$ cat src/rtl/ddgo_pkg.sv
`default_nettype none
package ddgo_pkg;

	localparam int DEF_TRIG_FRAC_BITS = 16;
	localparam int DEF_POSE_BITS      = 40;

	localparam logic [15:0] DIST_RESET = 16'd915;

	// Shared multiplier operand and product widths.
	localparam int MA = 40;
	localparam int MB = 33;
	localparam int PW = MA + MB;

	// Step length, local step and global step widths.
	localparam int DW  = 38;
	localparam int LW  = 39;
	localparam int DXW = 41;

	// Reciprocal for the quadrant split: floor(u / 9000) = (u * Q_MAGIC) >> 32 for u < 2^18.
	localparam logic [19:0] Q_MAGIC = 20'd477219;
	// PI in Q30 split as 18000 * PI_HI + PI_LO.
	localparam logic [17:0] PI_HI   = 18'd187403;
	localparam logic [12:0] PI_LO   = 13'd5426;
	// floor(n / 18000) = (n * X_MAGIC) >> 40 for n < 2^25.
	localparam logic [25:0] X_MAGIC = 26'd61083980;

	localparam int NDIV = 9;
	// Horner divisors 72, 42, 20, 6 (sine) and 90, 56, 30, 12, 2 (cosine), exact for values below 2^31.
	localparam logic [31:0] DIV_MAGIC [NDIV] = '{
		32'd3817748708, 32'd3272356036, 32'd3435973837, 32'd2863311531,
		32'd3054198967, 32'd2454267027, 32'd2290649225, 32'd2863311531,
		32'd2147483648
	};
	localparam logic [5:0] DIV_SHIFT [NDIV] = '{
		6'd38, 6'd37, 6'd36, 6'd34, 6'd38, 6'd37, 6'd36, 6'd35, 6'd32
	};

	typedef enum logic [4:0] {
		OP_NOP, OP_LOAD, OP_SUM, OP_DMUL, OP_DRND,
		OP_QMUL, OP_QFIX, OP_XMUL, OP_XDIV, OP_XFIN, OP_TMUL, OP_TRND,
		OP_DIVMUL, OP_DIVFIN, OP_MTS, OP_MXS, OP_XSFIN, OP_TRIG,
		OP_P1, OP_P2, OP_P3, OP_P4, OP_P5, OP_P6, OP_P7, OP_P8, OP_OUT
	} op_t;

	typedef struct packed {
		op_t        op;
		logic [3:0] k;     // divisor select
		logic       dst;   // 0: sine term, 1: cosine term
		logic       first; // first Horner step divides t itself
		logic       sel;   // 0: heading change, 1: heading
	} cmd_t;

endpackage
`default_nettype wire

$ cat src/rtl/ddgo_ctrl.sv
`default_nettype none
module ddgo_ctrl
	import ddgo_pkg::*;
(
	input  wire logic clk,
	input  wire logic arst_n,
	input  wire logic s_tvalid,
	output logic      s_tready,
	output logic      m_tvalid,
	input  wire logic m_tready,
	output cmd_t      cmd
);

	typedef enum logic [2:0] {ST_IDLE, ST_PRE, ST_TRIG, ST_POSE, ST_OUT} state_t;

	localparam logic [5:0] PRE_LAST  = 6'd2;
	localparam logic [5:0] TRIG_LAST = 6'd34;
	localparam logic [5:0] POSE_LAST = 6'd7;

	state_t     state_q;
	logic [5:0] step_q;
	logic       pass_q;
	logic       out_valid_q;
	logic       issue_out;

	function automatic cmd_t mk(op_t op, logic [3:0] k, logic dst, logic first);
		cmd_t c;
		c.op    = op;
		c.k     = k;
		c.dst   = dst;
		c.first = first;
		c.sel   = 1'b0;
		return c;
	endfunction

	// One sine/cosine evaluation: angle reduction, radians, then two Horner chains.
	function automatic cmd_t trig_cmd(logic [5:0] s);
		cmd_t c;
		c = mk(OP_NOP, 4'd0, 1'b0, 1'b0);
		case (s)
			6'd0:  c = mk(OP_QMUL,   4'd0, 1'b0, 1'b0);
			6'd1:  c = mk(OP_QFIX,   4'd0, 1'b0, 1'b0);
			6'd2:  c = mk(OP_XMUL,   4'd0, 1'b0, 1'b0);
			6'd3:  c = mk(OP_XDIV,   4'd0, 1'b0, 1'b0);
			6'd4:  c = mk(OP_XFIN,   4'd0, 1'b0, 1'b0);
			6'd5:  c = mk(OP_TMUL,   4'd0, 1'b0, 1'b0);
			6'd6:  c = mk(OP_TRND,   4'd0, 1'b0, 1'b0);
			6'd7:  c = mk(OP_DIVMUL, 4'd0, 1'b0, 1'b1);
			6'd8:  c = mk(OP_DIVFIN, 4'd0, 1'b0, 1'b0);
			6'd9:  c = mk(OP_MTS,    4'd0, 1'b0, 1'b0);
			6'd10: c = mk(OP_DIVMUL, 4'd1, 1'b0, 1'b0);
			6'd11: c = mk(OP_DIVFIN, 4'd1, 1'b0, 1'b0);
			6'd12: c = mk(OP_MTS,    4'd0, 1'b0, 1'b0);
			6'd13: c = mk(OP_DIVMUL, 4'd2, 1'b0, 1'b0);
			6'd14: c = mk(OP_DIVFIN, 4'd2, 1'b0, 1'b0);
			6'd15: c = mk(OP_MTS,    4'd0, 1'b0, 1'b0);
			6'd16: c = mk(OP_DIVMUL, 4'd3, 1'b0, 1'b0);
			6'd17: c = mk(OP_DIVFIN, 4'd3, 1'b0, 1'b0);
			6'd18: c = mk(OP_MXS,    4'd0, 1'b0, 1'b0);
			6'd19: c = mk(OP_XSFIN,  4'd0, 1'b0, 1'b0);
			6'd20: c = mk(OP_DIVMUL, 4'd4, 1'b1, 1'b1);
			6'd21: c = mk(OP_DIVFIN, 4'd4, 1'b1, 1'b0);
			6'd22: c = mk(OP_MTS,    4'd0, 1'b1, 1'b0);
			6'd23: c = mk(OP_DIVMUL, 4'd5, 1'b1, 1'b0);
			6'd24: c = mk(OP_DIVFIN, 4'd5, 1'b1, 1'b0);
			6'd25: c = mk(OP_MTS,    4'd0, 1'b1, 1'b0);
			6'd26: c = mk(OP_DIVMUL, 4'd6, 1'b1, 1'b0);
			6'd27: c = mk(OP_DIVFIN, 4'd6, 1'b1, 1'b0);
			6'd28: c = mk(OP_MTS,    4'd0, 1'b1, 1'b0);
			6'd29: c = mk(OP_DIVMUL, 4'd7, 1'b1, 1'b0);
			6'd30: c = mk(OP_DIVFIN, 4'd7, 1'b1, 1'b0);
			6'd31: c = mk(OP_MTS,    4'd0, 1'b1, 1'b0);
			6'd32: c = mk(OP_DIVMUL, 4'd8, 1'b1, 1'b0);
			6'd33: c = mk(OP_DIVFIN, 4'd8, 1'b1, 1'b0);
			6'd34: c = mk(OP_TRIG,   4'd0, 1'b0, 1'b0);
			default: c = mk(OP_NOP,  4'd0, 1'b0, 1'b0);
		endcase
		return c;
	endfunction

	assign s_tready  = (state_q == ST_IDLE);
	assign m_tvalid  = out_valid_q;
	assign issue_out = (state_q == ST_OUT) && (!out_valid_q || m_tready);

	always_comb begin
		cmd = mk(OP_NOP, 4'd0, 1'b0, 1'b0);
		case (state_q)
			ST_IDLE: begin
				if (s_tvalid) cmd.op = OP_LOAD;
			end
			ST_PRE: begin
				case (step_q)
					6'd0:    cmd.op = OP_SUM;
					6'd1:    cmd.op = OP_DMUL;
					default: cmd.op = OP_DRND;
				endcase
			end
			ST_TRIG: begin
				cmd     = trig_cmd(step_q);
				cmd.sel = pass_q;
			end
			ST_POSE: begin
				case (step_q)
					6'd0:    cmd.op = OP_P1;
					6'd1:    cmd.op = OP_P2;
					6'd2:    cmd.op = OP_P3;
					6'd3:    cmd.op = OP_P4;
					6'd4:    cmd.op = OP_P5;
					6'd5:    cmd.op = OP_P6;
					6'd6:    cmd.op = OP_P7;
					default: cmd.op = OP_P8;
				endcase
			end
			ST_OUT: begin
				if (issue_out) cmd.op = OP_OUT;
			end
			default: cmd.op = OP_NOP;
		endcase
	end

	always_ff @(posedge clk or negedge arst_n) begin
		if (!arst_n) begin
			state_q     <= ST_IDLE;
			step_q      <= '0;
			pass_q      <= 1'b0;
			out_valid_q <= 1'b0;
		end else begin
			if (issue_out) out_valid_q <= 1'b1;
			else if (m_tready) out_valid_q <= 1'b0;
			case (state_q)
				ST_IDLE: begin
					if (s_tvalid) begin
						state_q <= ST_PRE;
						step_q  <= '0;
					end
				end
				ST_PRE: begin
					if (step_q == PRE_LAST) begin
						state_q <= ST_TRIG;
						step_q  <= '0;
						pass_q  <= 1'b0;
					end else begin
						step_q <= step_q + 6'd1;
					end
				end
				ST_TRIG: begin
					if (step_q == TRIG_LAST) begin
						step_q <= '0;
						if (pass_q) state_q <= ST_POSE;
						pass_q <= ~pass_q;
					end else begin
						step_q <= step_q + 6'd1;
					end
				end
				ST_POSE: begin
					if (step_q == POSE_LAST) state_q <= ST_OUT;
					else step_q <= step_q + 6'd1;
				end
				ST_OUT: begin
					if (issue_out) state_q <= ST_IDLE;
				end
				default: state_q <= ST_IDLE;
			endcase
		end
	end

endmodule
`default_nettype wire

$ cat config.mk
export PLATFORM = sky130hd
export DESIGN_NAME = ddgo_ctrl
export DESIGN_NICKNAME = d
export VERILOG_FILES = /design/src/rtl/ddgo_pkg.sv /design/src/rtl/ddgo_ctrl.sv
export SDC_FILE = /design/constraint.sdc
export NUM_CORES = 1
export LEC_CHECK = 0
export ABC_AREA = 1
export BUFFER_PORTS_ARGS = -buffer_cell sky130_fd_sc_hd__buf_2
export CAP_MARGIN = 10
export CORE_MARGIN = 4
export CORE_UTILIZATION = 45
export DETAILED_ROUTE_END_ITERATION = 12
export GPL_TIMING_DRIVEN = 0
export PLACE_DENSITY_LB_ADDON = 0.2
export SLEW_MARGIN = 20
export SYNTH_ARGS = -nofsm -noshare
export SYNTH_HDL_FRONTEND = slang
export SYNTH_SLANG_ARGS = --single-unit
$ cat constraint.sdc
create_clock -name clk -period 2.7 [get_ports clk]
set_input_delay 0.81 -clock clk [delete_from_list [all_inputs] [get_ports clk]]
set_output_delay 0.81 -clock clk [all_outputs]
set_load 0.01 [all_outputs]
==> results of run 1 <==
cell usage after synthesis (3+ instances only):
| cell type | count | area, µm² |
|---|---|---|
| sky130_fd_sc_hd__nor2_4 | 4 | 45.04 |
| sky130_fd_sc_hd__a21oi_1 | 8 | 40.04 |
| sky130_fd_sc_hd__nor3_1 | 3 | 15.01 |
| sky130_fd_sc_hd__o211ai_1 | 3 | 22.52 |
| sky130_fd_sc_hd__inv_2 | 6 | 22.52 |
| sky130_fd_sc_hd__o21ai_1 | 6 | 30.03 |
| sky130_fd_sc_hd__buf_4 | 4 | 30.03 |
| sky130_fd_sc_hd__nand3_1 | 24 | 120.1 |
| sky130_fd_sc_hd__o21ai_0 | 11 | 55.05 |
| sky130_fd_sc_hd__nor2_2 | 3 | 18.77 |
| sky130_fd_sc_hd__ha_1 | 9 | 112.6 |
| sky130_fd_sc_hd__nor2_1 | 19 | 71.32 |
| sky130_fd_sc_hd__inv_1 | 25 | 93.84 |
| sky130_fd_sc_hd__dfrtp_1 | 11 | 275.3 |
| sky130_fd_sc_hd__o2111ai_1 | 3 | 26.28 |
| sky130_fd_sc_hd__nand4_1 | 4 | 25.02 |
| sky130_fd_sc_hd__nand2_2 | 3 | 18.77 |
| sky130_fd_sc_hd__nand2_1 | 51 | 191.4 |
power groups by stage:
stage	Sequential (µW)	Combinational (µW)	Clock (µW)
final	273	1240	111
after global routing	281	1400	120
after CTS	266	1120	112
after detailed placement	280	1050	0
after global placement	279	1050	0
after floorplan	260	790	0
cells in the final DEF, fill, tap and decap left out:
cell type and n:
sky130_fd_sc_hd__clkbuf_4 3, sky130_fd_sc_hd__xnor2_1 1, sky130_fd_sc_hd__dfrtp_1 8, sky130_fd_sc_hd__clkbuf_1 1, sky130_fd_sc_hd__nand4_1 4, sky130_fd_sc_hd__a21oi_2 3
sky130_fd_sc_hd__inv_1 21, sky130_fd_sc_hd__nand2_2 4, sky130_fd_sc_hd__nand3_2 4, sky130_fd_sc_hd__o211ai_1 3, sky130_fd_sc_hd__buf_6 3, sky130_fd_sc_hd__buf_4 9
sky130_fd_sc_hd__nand3_1 21, sky130_fd_sc_hd__o21ai_0 9, sky130_fd_sc_hd__o21ai_1 7, sky130_fd_sc_hd__ha_1 5, sky130_fd_sc_hd__o21ai_2 1, sky130_fd_sc_hd__a211oi_1 1
sky130_fd_sc_hd__ha_4 3, sky130_fd_sc_hd__inv_4 2, sky130_fd_sc_hd__a22oi_1 1, sky130_fd_sc_hd__nor2_2 4, sky130_fd_sc_hd__buf_2 17, sky130_fd_sc_hd__o2111ai_1 3
sky130_fd_sc_hd__ha_2 1, sky130_fd_sc_hd__o22ai_1 2, sky130_fd_sc_hd__inv_2 8, sky130_fd_sc_hd__nor3_1 3, sky130_fd_sc_hd__a21oi_1 5, sky130_fd_sc_hd__nor2_1 17
sky130_fd_sc_hd__nor2_4 5, sky130_fd_sc_hd__dfrtp_2 3, sky130_fd_sc_hd__nand2_1 50
state kept, by name, summed over array words and instances (netlist names):
register  cells
state_q       3
m_tvalid      1
pass_q        1
step_q        6
final cells by class:
cell class	count	area share
plain buffers	6	0.03341
repair buffers	23	0.08512
flip-flops and latches	11	0.1774
clock buffers	4	0.01671
inverters	31	0.07717
multi-input cells	157	0.5855
well taps	31	0.02466
worst max-delay path by stage:
stage / start / end / depth (start not counted)
after floorplan: step_q[0] / cmd[10] / 9
after global placement: step_q[0] / cmd[10] / 10
after detailed placement: step_q[0] / cmd[8] / 8
after CTS: step_q[1] / cmd[10] / 10
after global routing: step_q[1] / cmd[10] / 9
final: step_q[1] / cmd[10] / 9
stage by stage:
step / worst slack, ns / total power (µW) / TNS, ns / area [µm²] / util
after floorplan: 0.3768 / 1050 / 0 / 1275 / -
after detailed placement: -0.04240 / 1325 / -0.08097 / 1399 / 0.5117
after global routing: -0.02799 / 1797 / -0.07082 / 1573 / 0.5753
after CTS: 0.002376 / 1500 / 0 / 1473 / 0.5387
final: 0.05612 / 1620 / 0 / 1573 / 0.5753
after global placement: -0.03143 / 1328 / -0.05818 / 1399 / 0.5117
what timing repair did:
| item | CTS | global route |
|---|---|---|
| gates resized for setup | 8 | 25 |
| gates cloned | 0 | 0 |
| buffers inserted | 3 | 3 |
| hold buffers | 0 | 0 |
| pin swaps | 0 | 7 |
| setup endpoints to repair | 6 | 9 |
worst reg2reg max path, delay by kind of cell, from the launching register on:
family	cells	cell delay, ns
fa+ha+maj	1	0.16
simple gates	7	0.66
buf+inv	2	0.27
flops	1	0.46
per-layer routing:
layer / vias up / track usage / share of wire
met2: 39 / 0.3384 / 0.46
met4: 0 / 0.03715 / 0.0086
met5: - / 0 / 0
met3: 4 / 0.006289 / 0.043
li1: 724 / - / -
met1: 653 / 0.3030 / 0.48
logic make-up (layout without fill, tap and decap cells):
logic type,Yosys count,count (layout)
DFF,11,11
buffers and inverters,37,64
AOI/OAI and AO/OA,35,35
adders and majority gates,9,9
xor gates and xnor gates,1,1
and+or+nand+nor,112,112
==> results_dict.tcl, run 1 <==
set metrics [dict create \
    synth_fp_nets 218 \
    relSlewSlack 0.8287 \
    internal-power_uw 737.0 \
    seq_area_um2 279.0 \
    multi_input_comb_area_um2 920.9 \
    timing.setup.critical_path_class "reg2out" \
    max-cap-violations 0 \
    grt_setup_unrepaired "yes" \
    share_of_synthesized_flip_flops_with_an_asynchronous_set_or_reset 1.000 \
    synthesis.area_um2 1275 \
    finalNetCount 246 \
    floorplan.initialDensity 0.4664 \
    synth_top_family_by_area "simple AND/OR/NAND/NOR gates" \
    synth.ff_latch_count 11 \
    ff2ff_path_depth 10 \
    yosys.area_share.adder 0.08832 \
    place_inst 253 \
    synthFlopType "sky130_fd_sc_hd__dfrtp_1" \
    gr-total-overflow 0 \
    first_pass_grt_wire_length_um 5940 \
    syn-instance-count 205 \
    cts_sinks 11 \
    critical_path.max_fanout 6 \
    critical_path.n_buffers_inverters 3 \
    die_y_um 61.23 \
    synth_compound_area_frac 0.1580 \
    antenna_violating_nets_post_route 0 \
    p_comb_frac 0.763 \
    ctsHtreeMaxLevel 1 \
    worstSkewPairLatency_ns 0.27 \
    antenna_diode_instance_count 0 \
    routed_wire_length_per_instance_um 13.21 \
    clock_power_share 0.068 \
    reg2reg_launch_point "step_q[1]" \
    dominant_delay_contributor_by_cell_family_on_the_critical_path "flip-flops" \
    clock-skew-final_ns 0.001659 \
    die_area_um2 3749 \
    switch_pwr_uw 883.1 \
    hold_path_class "in2async" \
    drive_gt1_frac 0.3017 \
    synth-simple-area-share 0.4043 \
    number_of_global_route_vias_before_repair 1258 \
    overall_global_routing_usage 0.2061 \
    holdWs_ns 0.3968 \
    clock_tree_from_tritoncts "done" \
    placementRows 19 \
    synth_cell_types 25 \
    filler_cell_count 288 \
    max_freq_mhz 378.2 \
    post_synth_edffs 0 \
    critical_path.cell_chain "buf_6, buf_4, ha_4, nand3_1, nand3_2, o21ai_2, nand2_1, nand2_1, buf_2" \
    cp.required_ns 1.89 \
    finalWirelength_um 3473 \
    timing.critical_path.slowest_stage_cell "sky130_fd_sc_hd__dfrtp_2" \
    firstDrtPassIters 4 \
    io_buffer_count 17 \
    synth_sequential_area_ratio 0.2159 \
    ff2ff_setup_slack_ns 1.07 \
    slew_violations 0 \
    cp_common_cell "sky130_fd_sc_hd__nand2_1" \
    cts_max_path_buffers 2 \
    worst_pin_slew_ns 0.2560 \
    fin_crit_sh 0.9792 \
    hold_viol 0 \
    grt_antenna_before_repair 0 \
    place_congestion 0.8795 \
    pwr_density_cell_nw_per_um2 1030 \
    power.share.sequential 0.169 \
    fp.dieW_um 61.23 \
    total_vias_in_the_final_route 1420 \
    final_number_of_setup_violating_endpoints 0 \
    yosys-mux-area-fraction 0 \
    io_pins 18 \
    clk_transition_reported_paths_ns 0.07 \
    core_footprint_um2 2734 \
    xor_and_xnor_area_share_after_synthesis 0.006869 \
    layout_area_growth_over_synthesis_pct 23.36 \
    layout.cells.non_filler 263 \
    timing.critical_path.from_type "flip-flop" \
    root_buffer "sky130_fd_sc_hd__clkbuf_4" \
    post-route-min-period_ns 2.644 \
    drt_first_iter_violations 56 \
    routed_via_density 5.399 \
    pin_count_of_the_biggest_net_entering_global_routing 12 \
    post_synth.cell_area_avg_um2 6.219 \
    cp.arrival_ns 1.83 \
    drc 0 \
    power.switching_fraction 0.5451 \
    worst_setup_path_end_kind "primary output" \
    cts_made_buffers 3 \
    power_leakage_uw 0.0008219 \
    dp_hpwl_um 2684 \
    crit-reg2reg-capture "state_q[1]" \
    peakVddDrop_v 0.0007987 \
    synthesis.yosys.warnings 0 \
    crit_path_max_incr_delay_ns 0.47 \
    status "finished clean" \
]
(Power assumes the default switching activity.)
==> run 2: changes to the inputs <==
==> constraint.sdc (replaced) <==
create_clock -name clk -period 2.7 [get_ports clk]
set_input_delay 0.405 -clock clk [delete_from_list [all_inputs] [get_ports clk]]
set_output_delay 0.405 -clock clk [all_outputs]
set_load 0.01 [all_outputs]
==> results_dict.tcl, run 2 (synthesis results as in run 1) <==
set metrics [dict create \
    critical_path.max_fanout 10 \
    floorplan.initialDensity 0.4664 \
    grt_setup_unrepaired "no" \
    overall_global_routing_usage 0.2005 \
    routed_wire_length_per_instance_um 13.09 \
    routed_via_density 5.455 \
    ctsHtreeMaxLevel 1 \
    max-cap-violations 0 \
    largest_register "step_q" \
    io_buffer_count 17 \
    worst_pin_slew_ns 0.2626 \
    violations "hold timing" \
    pwr_density_cell_nw_per_um2 1009 \
    clock-skew-final_ns 0.001373 \
    gr-usage-met2 0.3202 \
    drt_first_iter_violations 54 \
    antenna_diode_instance_count 0 \
    cts_sinks 11 \
    grt_antenna_before_repair 0 \
    fin_crit_sh 0.9246 \
    finalNetCount 240 \
    mostFrequentLayoutCell "sky130_fd_sc_hd__nand2_1" \
    total_vias_in_the_final_route 1402 \
    max_freq_mhz 400.6 \
    busiest_layer "met2" \
    root_buffer "sky130_fd_sc_hd__clkbuf_4" \
    final_cell_mix "sky130_fd_sc_hd__nand2_1, sky130_fd_sc_hd__inv_1, sky130_fd_sc_hd__nand3_1" \
    groute.layer.met1.usage 0.3018 \
    largestRegisters "step_q: 6 flops, state_q: 3 flops" \
    clock_tree_from_tritoncts "done" \
    cts_max_path_buffers 2 \
    finalWirelength_um 3363 \
    first_pass_grt_wire_length_um 5802 \
    layout_area_growth_over_synthesis_pct 12.07 \
    fp.dieW_um 61.23 \
    slew_violations 0 \
    timing.critical_path.from_type "flip-flop" \
    clk_transition_reported_paths_ns 0.07 \
    place_congestion 0.8795 \
    final_number_of_setup_violating_endpoints 0 \
    hold_path_class "in2async" \
    setup_total_negative_slack_ns 0 \
    relSlewSlack 0.8243 \
    pin_count_of_the_biggest_net_entering_global_routing 12 \
    post-route-worst-setup-slack_ns 0.2037 \
    detailedPlace.worstSlack_ns 0.3626 \
    largest_register_ff_count 6 \
    drc 0 \
    io_pins 18 \
    cp.arrival_ns 2.09 \
    drive_gt1_frac 0.1991 \
    cp.required_ns 2.30 \
    hold_viol 11 \
    place_inst 253 \
    die_y_um 61.23 \
    worstSkewPairLatency_ns 0.26 \
    die_area_um2 3749 \
    cts.repair_timing.setup_buffer_count 0 \
    core_footprint_um2 2734 \
    timing.setup.critical_path_class "reg2out" \
    layout.cells.non_filler 257 \
    cts_made_buffers 3 \
    global_route.usage.met3 0.006289 \
    dp_hpwl_um 2684 \
    peakVddDrop_v 0.0007646 \
    power_leakage_uw 0.0007774 \
    number_of_global_route_vias_before_repair 1231 \
    fin_total_pwr_uw 1442 \
    antenna_violating_nets_post_route 0 \
    worst_setup_path_end_kind "primary output" \
    post-route-min-period_ns 2.496 \
    placementRows 19 \
    status "complete, but fails checks" \
    firstDrtPassIters 4 \
    gr-total-overflow 0 \
    holdWs_ns -0.005949 \
]
[run 2: cell types whose count changed in the layout (fill, tap and decap cells not counted), moves of 3 or more]
cell / delta
sky130_fd_sc_hd__buf_4: -5
sky130_fd_sc_hd__ha_1: +4
sky130_fd_sc_hd__inv_1: +4
sky130_fd_sc_hd__a21oi_1: +3
sky130_fd_sc_hd__a21oi_2: -3
sky130_fd_sc_hd__ha_4: -3
sky130_fd_sc_hd__nand3_1: +3
sky130_fd_sc_hd__nand3_2: -3
[run 2: through the flow]
step	hold WS, ns	util	instance area [µm²]
after floorplan	0.1094	-	1275
after global placement	0.2857	0.5117	1399
after detailed placement	0.2859	0.5117	1399
after CTS	0.001317	0.5213	1425
after global routing	0.01438	0.5227	1429
final	-0.005949	0.5227	1429
[run 2: final cells by class]
type / count / area (µm²)
plain buffers: 6 / 46.29
clock buffers: 4 / 26.28
fillers: 310 / 1305
inverters: 31 / 116.4
multi-input cells: 157 / 838.3
flip-flops and latches: 11 / 277.8
well taps: 31 / 38.79
repair buffers: 17 / 85.08
[run 2: timing repair]
action	in CTS	in global routing
setup endpoints to repair	0	4
resized for setup	0	4
hold buffers	0	0
[run 2: worst paths after layout]
path | start | end | slack, ns | cells after the start
setup / recovery | step_q[0] | cmd[8] | 0.20 | 8
hold / removal | arst_n | step_q[2] | -0.006 | 1
setup reg to reg | step_q[0] | state_q[1] | 0.99 | 9
hold reg to reg | pass_q | pass_q | 0.50 | 2
max in group asynchronous | arst_n | step_q[1] | 2.49 | 1
min in group clk | m_tready | m_tvalid | 0.41 | 4
[run 2: routing by layer]
layer,wire length (µm),share of wire
met3,140,0.042
met5,0,0
met4,34,0.010
met1,1707,0.51
met2,1481,0.44
[run 2: report_power, final]
group / internal (µW) / switching, µW / leakage, µW
registers: 215 / 64.1 / 0.000144
logic: 365 / 690 / 0.000618
clock network: 57.1 / 50.9 / 0.0000150
[run 2: critical path: stages, from the launching register on]
cell and delay [ns]:
sky130_fd_sc_hd__dfrtp_2 0.48, sky130_fd_sc_hd__inv_1 0.14, sky130_fd_sc_hd__ha_1 0.39, sky130_fd_sc_hd__inv_1 0.10
sky130_fd_sc_hd__a21oi_1 0.22, sky130_fd_sc_hd__o21ai_0 0.13, sky130_fd_sc_hd__nand3_1 0.12, sky130_fd_sc_hd__o211ai_1 0.09
sky130_fd_sc_hd__buf_2 0.15
